<file path="src/hdl/mandelbrot_escape_fixed_point_defines.svh">
// ----------------------------------------------------------------------------
// mandelbrot escape engine assertion macros
// property shorthands for the escape engine datapath
// ----------------------------------------------------------------------------
`ifndef MANDELBROT_ESCAPE_FIXED_POINT_DEFINES_SVH
`define MANDELBROT_ESCAPE_FIXED_POINT_DEFINES_SVH

// same-cycle implication
`define MBE_ASSERT_SAME(label, clk, rst, ante, cons, msg) \
   label: assert property (@(posedge clk) disable iff (rst) (ante) |-> (cons)) \
      else $error(msg);

// next-cycle implication
`define MBE_ASSERT_NEXT(label, clk, rst, ante, cons, msg) \
   label: assert property (@(posedge clk) disable iff (rst) (ante) |=> (cons)) \
      else $error(msg);

`endif

</file>
<file path="src/hdl/mbe_pkg.sv">
// ----------------------------------------------------------------------------
// mbe_pkg
// types, widths and fixed-point constants of the mandelbrot escape engine
// ----------------------------------------------------------------------------
`timescale 1ns / 1ps

package mbe_pkg;

   localparam int FRAC_BITS = 28;

   localparam int PIX_W   = 11;
   localparam int DIM_W   = 12;
   localparam int CNT_W   = 16;
   localparam int SUM_W   = 48;
   localparam int CSR_W   = 16;
   localparam int CSR_A_W = 2;

   // dividend of the real coordinate: pixel * 3.5 in fixed point
   localparam int NUM_W     = PIX_W + 3 + FRAC_BITS - 1;
   localparam int REM_W     = DIM_W + 1;
   localparam int DIV_CNT_W = $clog2(NUM_W);

   // z and c registers, multiplier operands and squared terms
   localparam int Z_W  = NUM_W + 3;
   localparam int OP_W = FRAC_BITS + 3;
   localparam int P_W  = 2 * OP_W;
   localparam int SQ_W = FRAC_BITS + 4;

   localparam logic [DIV_CNT_W-1:0] DIV_LAST = DIV_CNT_W'(NUM_W - 1);

   localparam logic signed [Z_W-1:0]  ONE_FX       = Z_W'(64'sd1 <<< FRAC_BITS);
   localparam logic signed [Z_W-1:0]  TWO_FX       = Z_W'(64'sd2 <<< FRAC_BITS);
   localparam logic signed [Z_W-1:0]  FIVE_HALF_FX = Z_W'(64'sd5 <<< (FRAC_BITS - 1));
   localparam logic signed [SQ_W:0]   FOUR_FX      = (SQ_W + 1)'(64'sd4 <<< FRAC_BITS);

   localparam logic [DIM_W-1:0] WIDTH_RST  = DIM_W'(128);
   localparam logic [DIM_W-1:0] HEIGHT_RST = DIM_W'(128);
   localparam logic [CNT_W-1:0] LIMIT_RST  = CNT_W'(100);

   typedef enum logic [CSR_A_W-1:0] {
      CSR_IMAGE_WIDTH  = 2'd0,
      CSR_IMAGE_HEIGHT = 2'd1,
      CSR_ITER_LIMIT   = 2'd2
   } csr_index_type;

   typedef enum logic [2:0] {
      ST_IDLE,
      ST_DIV,
      ST_SETUP,
      ST_MUL,
      ST_UPD,
      ST_FINISH
   } state_type;

   typedef struct packed {
      logic load;
      logic div_step;
      logic setup;
      logic mul;
      logic upd;
      logic finish;
   } ctrl_cmd_type;

   typedef struct packed {
      logic div_last;
      logic limit_hit;
      logic bound_esc;
      logic mag_esc;
   } dpath_sts_type;

endpackage

</file>
<file path="src/hdl/mbe_ctrl.sv">
// ----------------------------------------------------------------------------
// mbe_ctrl
// sequencer of the escape engine: divide, iterate, deliver one result
// ----------------------------------------------------------------------------
`timescale 1ns / 1ps

module mbe_ctrl
   import mbe_pkg::*;
(
   input  logic          clock,
   input  logic          reset,
   input  logic          req_tvalid,
   output logic          req_tready,
   output logic          rsp_tvalid,
   input  logic          rsp_tready,
   input  dpath_sts_type sts,
   output ctrl_cmd_type  cmd
);

   state_type state_ff, state_in;
   logic      rsp_valid_ff, rsp_valid_in;
   logic      slot_free;

   assign slot_free = !rsp_valid_ff || rsp_tready;

   always_comb begin
      state_in = state_ff;
      case (state_ff)
         ST_IDLE: begin
            if (req_tvalid) state_in = ST_DIV;
         end
         ST_DIV: begin
            if (sts.div_last) state_in = ST_SETUP;
         end
         ST_SETUP: begin
            state_in = ST_MUL;
         end
         ST_MUL: begin
            if (sts.limit_hit || sts.bound_esc) state_in = ST_FINISH;
            else                                state_in = ST_UPD;
         end
         ST_UPD: begin
            if (sts.mag_esc) state_in = ST_FINISH;
            else             state_in = ST_MUL;
         end
         ST_FINISH: begin
            if (slot_free) state_in = ST_IDLE;
         end
         default: begin
            state_in = ST_IDLE;
         end
      endcase
   end

   always_comb begin
      cmd        = '0;
      req_tready = 1'b0;
      case (state_ff)
         ST_IDLE: begin
            req_tready = 1'b1;
            cmd.load   = req_tvalid;
         end
         ST_DIV: begin
            cmd.div_step = 1'b1;
         end
         ST_SETUP: begin
            cmd.setup = 1'b1;
         end
         ST_MUL: begin
            cmd.mul = !(sts.limit_hit || sts.bound_esc);
         end
         ST_UPD: begin
            cmd.upd = !sts.mag_esc;
         end
         ST_FINISH: begin
            cmd.finish = slot_free;
         end
         default: begin
            cmd = '0;
         end
      endcase
   end

   always_comb begin
      rsp_valid_in = rsp_valid_ff;
      if (cmd.finish)      rsp_valid_in = 1'b1;
      else if (rsp_tready) rsp_valid_in = 1'b0;
   end

   always_ff @(posedge clock) begin
      if (reset) begin
         state_ff     <= ST_IDLE;
         rsp_valid_ff <= 1'b0;
      end else begin
         state_ff     <= state_in;
         rsp_valid_ff <= rsp_valid_in;
      end
   end

   assign rsp_tvalid = rsp_valid_ff;

endmodule

</file>
<file path="config.mk">
export PLATFORM = sky130hd
export DESIGN_NAME = mbe_ctrl
export DESIGN_NICKNAME = d
export VERILOG_FILES = /design/src/hdl/mandelbrot_escape_fixed_point_defines.svh /design/src/hdl/mbe_pkg.sv /design/src/hdl/mbe_ctrl.sv
export SDC_FILE = /design/constraint.sdc
export NUM_CORES = 1
export LEC_CHECK = 0
export BUFFER_PORTS_ARGS = -buffer_cell sky130_fd_sc_hd__buf_2
export CORE_AREA = 2 2 39 41
export DETAILED_ROUTE_END_ITERATION = 7
export DIE_AREA = 0 0 41 43
export HOLD_SLACK_MARGIN = 0.15
export PLACE_DENSITY = 0.51
export SLEW_MARGIN = 20
export SYNTH_ARGS = -nofsm -noshare
export SYNTH_HDL_FRONTEND = slang
export SYNTH_SLANG_ARGS = --single-unit
</file>
<file path="constraint.sdc">
create_clock -name clock -period 1.4 [get_ports clock]
set_input_delay 0.28 -clock clock [delete_from_list [all_inputs] [get_ports clock]]
set_output_delay 0.28 -clock clock [all_outputs]
set_load 0.05 [all_outputs]
</file>
### Word-level counts from Yosys, hierarchy flattened

Index checks and enable logic that the tools add are counted.

| storage, ports and cells | value |
|---|---|
| register bits | 4 |
| bits of input ports | 8 |
| word-level logic and storage cells | 33 |

| cells by class | value |
|---|---|
| eq/ne operators | 8 |
| multiplexer cells | 15 |
| reduce and logical (&&, ||, !) cells | 8 |

Operator list:

| cell | count |
|---|---|
| one-hot mux 3 bit (6 select lines) | 1 |
| two-way mux 3 bit | 4 |
| two-way mux 1 bit | 10 |
| equality test 3 x 2 -> 1 bit, second input constant | 2 |
| equality test 3 bit, second input constant | 2 |
| != test 2 bit, second input constant | 3 |
| equality test 3 x 1 -> 1 bit, second input constant | 1 |
| logical NOT 1 bit | 3 |
| logical NOT 3 bit | 1 |
| AND reduction 3 bit | 1 |
| logical OR 1 bit | 2 |
| nonzero test 2 bit | 1 |

### Logic depth before layout (Yosys ltp)

Gate-level depths: netlist of run 1.

| logic depth | value |
|---|---|
| depth in word-level cells | 4 |
| mapped depth | 4 |
| mapped depth without buffers | 3 |

### Worst setup path before layout of run 1

No wires, ideal clock.

| timing | value |
|---|---|
| kind | flip-flop to output port |
| start point | register state_ff[0] |
| end point | output port cmd[5] in the netlist's numbering |
| arrival time | 2243 ps |
| required time | 1120 ps |
| setup slack | -1123 ps |
| cell stages (with the launch flop) | 4 |
| buffers on the path | 1 |
| cells stage by stage | dfxtp_1 buf_2 nor3_1 and2_1 |

RTL lines:

| item | line | source |
|---|---|---|
| from (decl) | mbe_ctrl.sv:20 | `state_type state_ff, state_in;` |
| from (signal assigned) | mbe_ctrl.sv:95 | `state_ff <= state_in;` |
| to (decl) | mbe_ctrl.sv:17 | `output ctrl_cmd_type cmd` |

==> out/summary.txt, run 1 <==
Sequential-to-total area share from yosys stat = 0.2623
Clock Skews = 0.0006076 ns
# IOs = 16
Fmax = 688.4 MHz
Drt wl/cell = 10.99 um
GRT overflow = 0
WHS Path Cells = 2
Final Hold Violating Endpoints = 0
Final hold slack = 0.2501 ns
Total Wirelength = 791 um
Pleak = 0.0002401 uW
Internal power = 330.3 uW
Initial antenna violation count = 0
Initial DRC Count = 0
FFs w/ async S/R, synth = 0
Syn. warnings = 0
# H-tree levels = 1
Clock-pin slew on the worst setup and hold paths = 0.04 ns
1st-pass router iterations = 1
Core area = 1384 um2
Tightest Hold Check Type = primary input to flop
Setup TNS = -0.1106 ns
Inserted Diodes = 0
Sw frac = 0.3606
Status = finished, violations left
Vias in the first global route = 329
Seq pwr share = 0.278
Hold buffer count at CTS = 0
Clock Root Buffer = clkbuf_4
Die Footprint = 1763 um2
RSZ-0062 raised after global routing = true
Vias per cell = 4.639
Clock sink count = 4
Synth top area share = 0.2623
Die Wd = 41 um
Max-cap violation count = 0
Setup WS post-layout = -0.05261 ns
Syn avg cell area = 8.979 um2
Area grow syn2layout = 78.28%
Worst Max-Slew Pin Slew = 0.2333 ns
DRC violations left = 0
CP Max Fanout = 5
Critical path class = flop to output pin
Via count = 334
Crit path arrival time = 1.17 ns
WP data required = 1.12 ns
Final period util = 1.038
Seq cells post-synth = 4
Share of power burned in combinational logic = 0.457
Number of enable flip-flop cells after synthesis = 0
Input/output buffers = 15
Slew margin rel. = 0.8438
Largest net degree at the start of global routing = 10
Synth Flop Type = dfxtp_1
First-pass GRT wire length = 1276 um
CTS tree = yes
Routability Congestion = 0.6986
Failing checks = setup timing
Clock latency on the worst-skew pair = 0.23 ns
Synth cell types = 24
Proportion of layout cells with a drive suffix above 1 = 0.6964
CTS Buf Count = 3
Cell accounting for the most synthesized area = dfxtp_1
Initial Utilization = 0.2206
DPL Wire Length = 587 um
Crit. End Element = output pin
Clk buf depth = 2
R2R depth = 3
Clock power frac = 0.265
Ranking of synthesized cells by area = dfxtp_1 26%, nor4b_4 7.8%, a21oi_1 4.9%
Crit path launch type = flop
Final setup viols = 4
Net Switching = 186.3 uW
Peak VDD IR = 0.0002880 V
PwrDens = 949.3 nW/um2
Max-slew violations = 0
Most common cell after layout, fill and taps aside = buf_2
Syn Inst Count = 34
Cell row count = 14
Total track usage = 0.1094
Final min period = 1.453 ns
Die Y = 43 um
Most frequent cells in the layout = 9 x buf_2, 6 x buf_6, 6 x buf_4
Antenna viol nets, final = 0
Fin nets = 66
Synth Cell Area = 305.3 um2
Syn nets = 42
critical path, stage by stage, from the launching register on:
cell	delay [ns]
dfxtp_2	0.34
buf_4	0.16
nor4b_4	0.24
buf_6	0.20
power by group through the flow:
stage / Clock (uW) / Sequential [uW] / Combinational (uW)
final: 137 / 143 / 236
after global routing: 156 / 145 / 252
after CTS: 148 / 143 / 230
after detailed placement: 0 / 144 / 198
after global placement: 0 / 144 / 199
after floorplan: 0 / 132 / 164
kinds of logic (layout without fill, tap and decap cells):
| group | Yosys count | in the layout | synth area share |
|---|---|---|---|
| mux | 1 | 1 | 0.04917 |
| flops | 4 | 4 | 0.2623 |
| simple gates | 15 | 15 | 0.3729 |
| compound gates | 8 | 8 | 0.2049 |
| buf+inv | 5 | 27 | 0.08199 |
| xor+xnor | 1 | 1 | 0.02869 |
Yosys cell counts (2+ instances only):
cell      number
nor3b_1        2
a21oi_1        3
buf_2          2
dfxtp_1        4
nor2b_1        2
inv_1          2
nand3b_1       2
layout make-up:
cell class,count,area [um2]
Clock buffer,3,22.52
Fill cell,138,839.6
Inverter,2,7.507
Multi-Input combinational cell,25,231.5
Sequential cell,4,90.09
Tap cell,16,20.02
Timing Repair Buffer,22,172.7
what timing repair did:
item | in CTS | in global routing
resized for setup | 18 | 2
pin swaps | 2 | 2
setup endpoints to repair | 7 | 7
buffers inserted | 1 | 1
flip-flops by register name, summed over array words and instances (netlist names):
name and flops:
state_ff 3, rsp_tvalid 1
per-stage QoR:
stage | setup slack, ns | cells | power (uW) | util | cell area [um2]
final | -0.05261 | 72 | 516.7 | 0.3933 | 544.3
after global routing | -0.09854 | 72 | 553.0 | 0.3933 | 544.3
after CTS | -0.09514 | 71 | 520.2 | 0.3807 | 526.8
after detailed placement | 0.04766 | 67 | 342.0 | 0.3219 | 445.4
after global placement | 0.04172 | 67 | 343.0 | 0.3219 | 445.4
after floorplan | -0.1922 | 34 | 295.5 | - | 336.6
metal layers:
layer / vias to the layer above / global-route usage / wire (um)
met5: - / 0 / 0
met4: 0 / 0.08000 / 0
met3: 0 / 0.01571 / 41
met2: 8 / 0.1719 / 425
met1: 158 / 0.1254 / 325
li1: 168 / - / -
worst paths after layout:
| check | slack [ns] | from | to |
|---|---|---|---|
| worst max register to register | 0.08 | state_ff[0]$_SDFFE_PP0P_ | state_ff[0]$_SDFFE_PP0P_ |
| worst min register to register | 0.52 | rsp_tvalid$_SDFFE_PP0P_ | rsp_tvalid$_SDFFE_PP0P_ |
| worst max-delay path | -0.05 | state_ff[1]$_SDFFE_PP0P_ | cmd[1] |
| worst min-delay path | 0.25 | reset | state_ff[0]$_SDFFE_PP0P_ |
(Power assumes the default switching activity.)
==> inputs of run 2 (changes only) <==
CELL_PAD_IN_SITES_DETAIL_PLACEMENT = 1   (was not set)
CELL_PAD_IN_SITES_GLOBAL_PLACEMENT = 2   (was not set)
CORE_AREA = not set   (was 2 2 39 41)
CORE_UTILIZATION = 21   (was not set)
CTS_BUF_LIST = sky130_fd_sc_hd__clkbuf_8 sky130_fd_sc_hd__clkbuf_16   (was not set)
DIE_AREA = not set   (was 0 0 41 43)
PLACE_DENSITY = 0.75   (was 0.51)
RECOVER_POWER = 50   (was not set)
==> out/summary.txt, run 2 (synthesis gave the netlist of run 1 again) <==
CTS tree = yes (unchanged)
Failing checks = setup timing (unchanged)
Clk buf depth = 2 (unchanged)
CP Max Fanout = 6 (was 5)
# fillers = 160 (was 138)
Vias per cell = 4.886 (was 4.639)
DRC violations left = 0 (unchanged)
Max-cap violation count = 0 (unchanged)
# H-tree levels = 1 (unchanged)
Largest net degree at the start of global routing = 8 (was 10)
Fmax = 681.4 MHz (was 688.4 MHz)
Routability Congestion = 0.7239 (was 0.6986)
Initial DRC Count = 0 (unchanged)
Fin nets = 65 (was 66)
Status = finished, violations left (unchanged)
Crit path launch type = flop (unchanged)
WP data required = 1.12 ns (about the same)
Pleak = 0.0002483 uW (was 0.0002401 uW)
Vias in the first global route = 363 (was 329)
First-pass GRT wire length = 1497 um (was 1276 um)
Setup WS post-layout = -0.06761 ns (was -0.05261 ns)
Area grow syn2layout = 87.29% (was 78.28%)
PwrDens = 1122 nW/um2 (was 949.3 nW/um2)
Input/output buffers = 15 (unchanged)
Die Y = 40.13 um (was 43 um)
Core area = 1334 um2 (was 1384 um2)
Seq pwr share = 0.221 (was 0.278)
Antenna viol nets, final = 0 (unchanged)
Worst Max-Slew Pin Slew = 0.2749 ns (was 0.2333 ns)
Tightest Hold Check Type = primary input to flop (unchanged)
Placed Area = 449.2 um2 (was 445.4 um2)
DPL Wire Length = 668.9 um (was 587 um)
Crit path arrival time = 1.19 ns (was 1.17 ns)
Die Footprint = 1610 um2 (was 1763 um2)
Max-slew violations = 0 (unchanged)
Most common cell after layout, fill and taps aside = buf_2 (unchanged)
Slew margin rel. = 0.8175 (was 0.8438)
Area of the multi-input gates = 231.5 um2 (unchanged)
Initial antenna violation count = 0 (unchanged)
Most frequent cells in the layout = 7 x buf_2, 6 x buf_6, 5 x buf_4 (was 9 x buf_2, 6 x buf_6, 6 x buf_4)
Sw frac = 0.3281 (was 0.3606)
Initial Utilization = 0.2289 (was 0.2206)
Setup TNS = -0.1050 ns (was -0.1106 ns)
Cell row count = 13 (was 14)
Final min period = 1.468 ns (was 1.453 ns)
Clock power frac = 0.381 (was 0.265)
Share of power burned in combinational logic = 0.398 (was 0.457)
RSZ-0062 raised after global routing = true (unchanged)
1st-pass router iterations = 1 (unchanged)
# IOs = 16 (unchanged)
Final period util = 1.048 (was 1.038)
Via count = 342 (was 334)
Most used cell, CP = buf_6
Peak VDD IR = 0.0004200 V (was 0.0002880 V)
Clock Root Buffer = clkbuf_8 (was clkbuf_4)
Crit-path max cell delay = 0.36 ns (was 0.34 ns)
Internal power = 431.1 uW (was 330.3 uW)
Design area = 571.8 um2 (was 544.3 um2)
Final Util = 0.4287 (was 0.3933)
Final setup viols = 5 (was 4)
Critical path class = flop to output pin (unchanged)
Clock sink count = 4 (unchanged)
Inserted Diodes = 0 (unchanged)
Crit. End Element = output pin (unchanged)
Final Hold Violating Endpoints = 0 (unchanged)
Clock Skews = 0.001480 ns (was 0.0006076 ns)
Clock latency on the worst-skew pair = 0.22 ns (was 0.23 ns)
CP cell instances = buf_6 > nor4b_4 > buf_6 (was buf_4 > nor4b_4 > buf_6)
Reg area = 92.59 um2 (was 90.09 um2)
Crit-path slowest cell = dfxtp_4 (was dfxtp_2)
Clock-pin slew on the worst setup and hold paths = 0.03 ns (was 0.04 ns)
Total Wirelength = 929 um (was 791 um)
Max reg flops = 3 (unchanged)
Die Wd = 40.13 um (was 41 um)
Total track usage = 0.1527 (was 0.1094)
Drt wl/cell = 13.27 um (was 10.99 um)
Proportion of layout cells with a drive suffix above 1 = 0.6909 (was 0.6964)
Hold buffer count at CTS = 0 (unchanged)
GRT overflow = 0 (unchanged)
Net Switching = 210.6 uW (was 186.3 uW)
Top reg by flops = state_ff (unchanged)
CTS Buf Count = 3 (unchanged)
## run 2: changes by cell type in the layout (fill, tap and decap cells not counted)
cell | before | now
clkbuf_4 | 3 | 0
clkbuf_8 | 0 | 3
buf_2 | 9 | 7
buf_12 | 0 | 1
buf_4 | 6 | 5
clkbuf_2 | 0 | 1
dfxtp_2 | 2 | 1
dfxtp_4 | 2 | 3
## run 2: metal layers
metal	vias to the layer above	track usage	share of wire	routed length, um
met5	-	0	0	0
met4	0	0.1293	0.034	32
met3	4	0.03889	0.044	41
met2	13	0.2782	0.55	515
met1	160	0.1386	0.37	340
li1	165	-	-	-
## run 2: path summary, 6_finish.rpt
path                             from                        to  slack, ns  cells after the start
min reg2reg   rsp_tvalid$_SDFFE_PP0P_   rsp_tvalid$_SDFFE_PP0P_       0.53                      2
max reg2reg  state_ff[0]$_SDFFE_PP0P_  state_ff[0]$_SDFFE_PP0P_       0.07                      3
max          state_ff[1]$_SDFFE_PP0P_                    cmd[1]      -0.07                      3
min                             reset  state_ff[0]$_SDFFE_PP0P_       0.28                      2
## run 2: final cells by class
class                           count  share of cell area
Multi-Input combinational cell     25              0.4048
Timing Repair Buffer               21              0.3151
Sequential cell                     4              0.1619
Clock buffer                        3             0.07221
Tap cell                           15             0.03282
Inverter                            2             0.01313
## run 2: what timing repair did
item                       4_1_cts  5_1_grt
gates resized for setup         22        0
setup endpoints to repair        7        6
buffers inserted                 2        0
pin swaps                        3        0
## run 2: power by group through the flow
| stage | sequential [uW] | clock [uW] | combinational [uW] |
|---|---|---|---|
| 2_1_floorplan | 132 | 0 | 164 |
| 3_3_place_gp | 143 | 0 | 209 |
| 3_5_place_dp | 143 | 0 | 213 |
| 4_1_cts | 142 | 254 | 256 |
| 5_1_grt | 144 | 254 | 270 |
| 6_report | 142 | 244 | 256 |
## run 2: through the flow
step / hold slack, ns / setup WS (ns) / cells / power (uW)
floorplan: 0.3388 / -0.1922 / 34 / 295.5
global placement: 0.5042 / 0.01853 / 65 / 352.4
detailed placement: 0.5095 / -0.01427 / 65 / 356.4
CTS: 0.2756 / -0.07779 / 70 / 652.7
global route: 0.2871 / -0.1086 / 70 / 668.0
finish: 0.2802 / -0.06761 / 70 / 641.7
## run 2: critical path, delay by kind of cell (launching register included)
family / cells / cell delay [ns]
and+or+nand+nor: 1 / 0.29
buffers and inverters: 2 / 0.32
DFF: 1 / 0.36
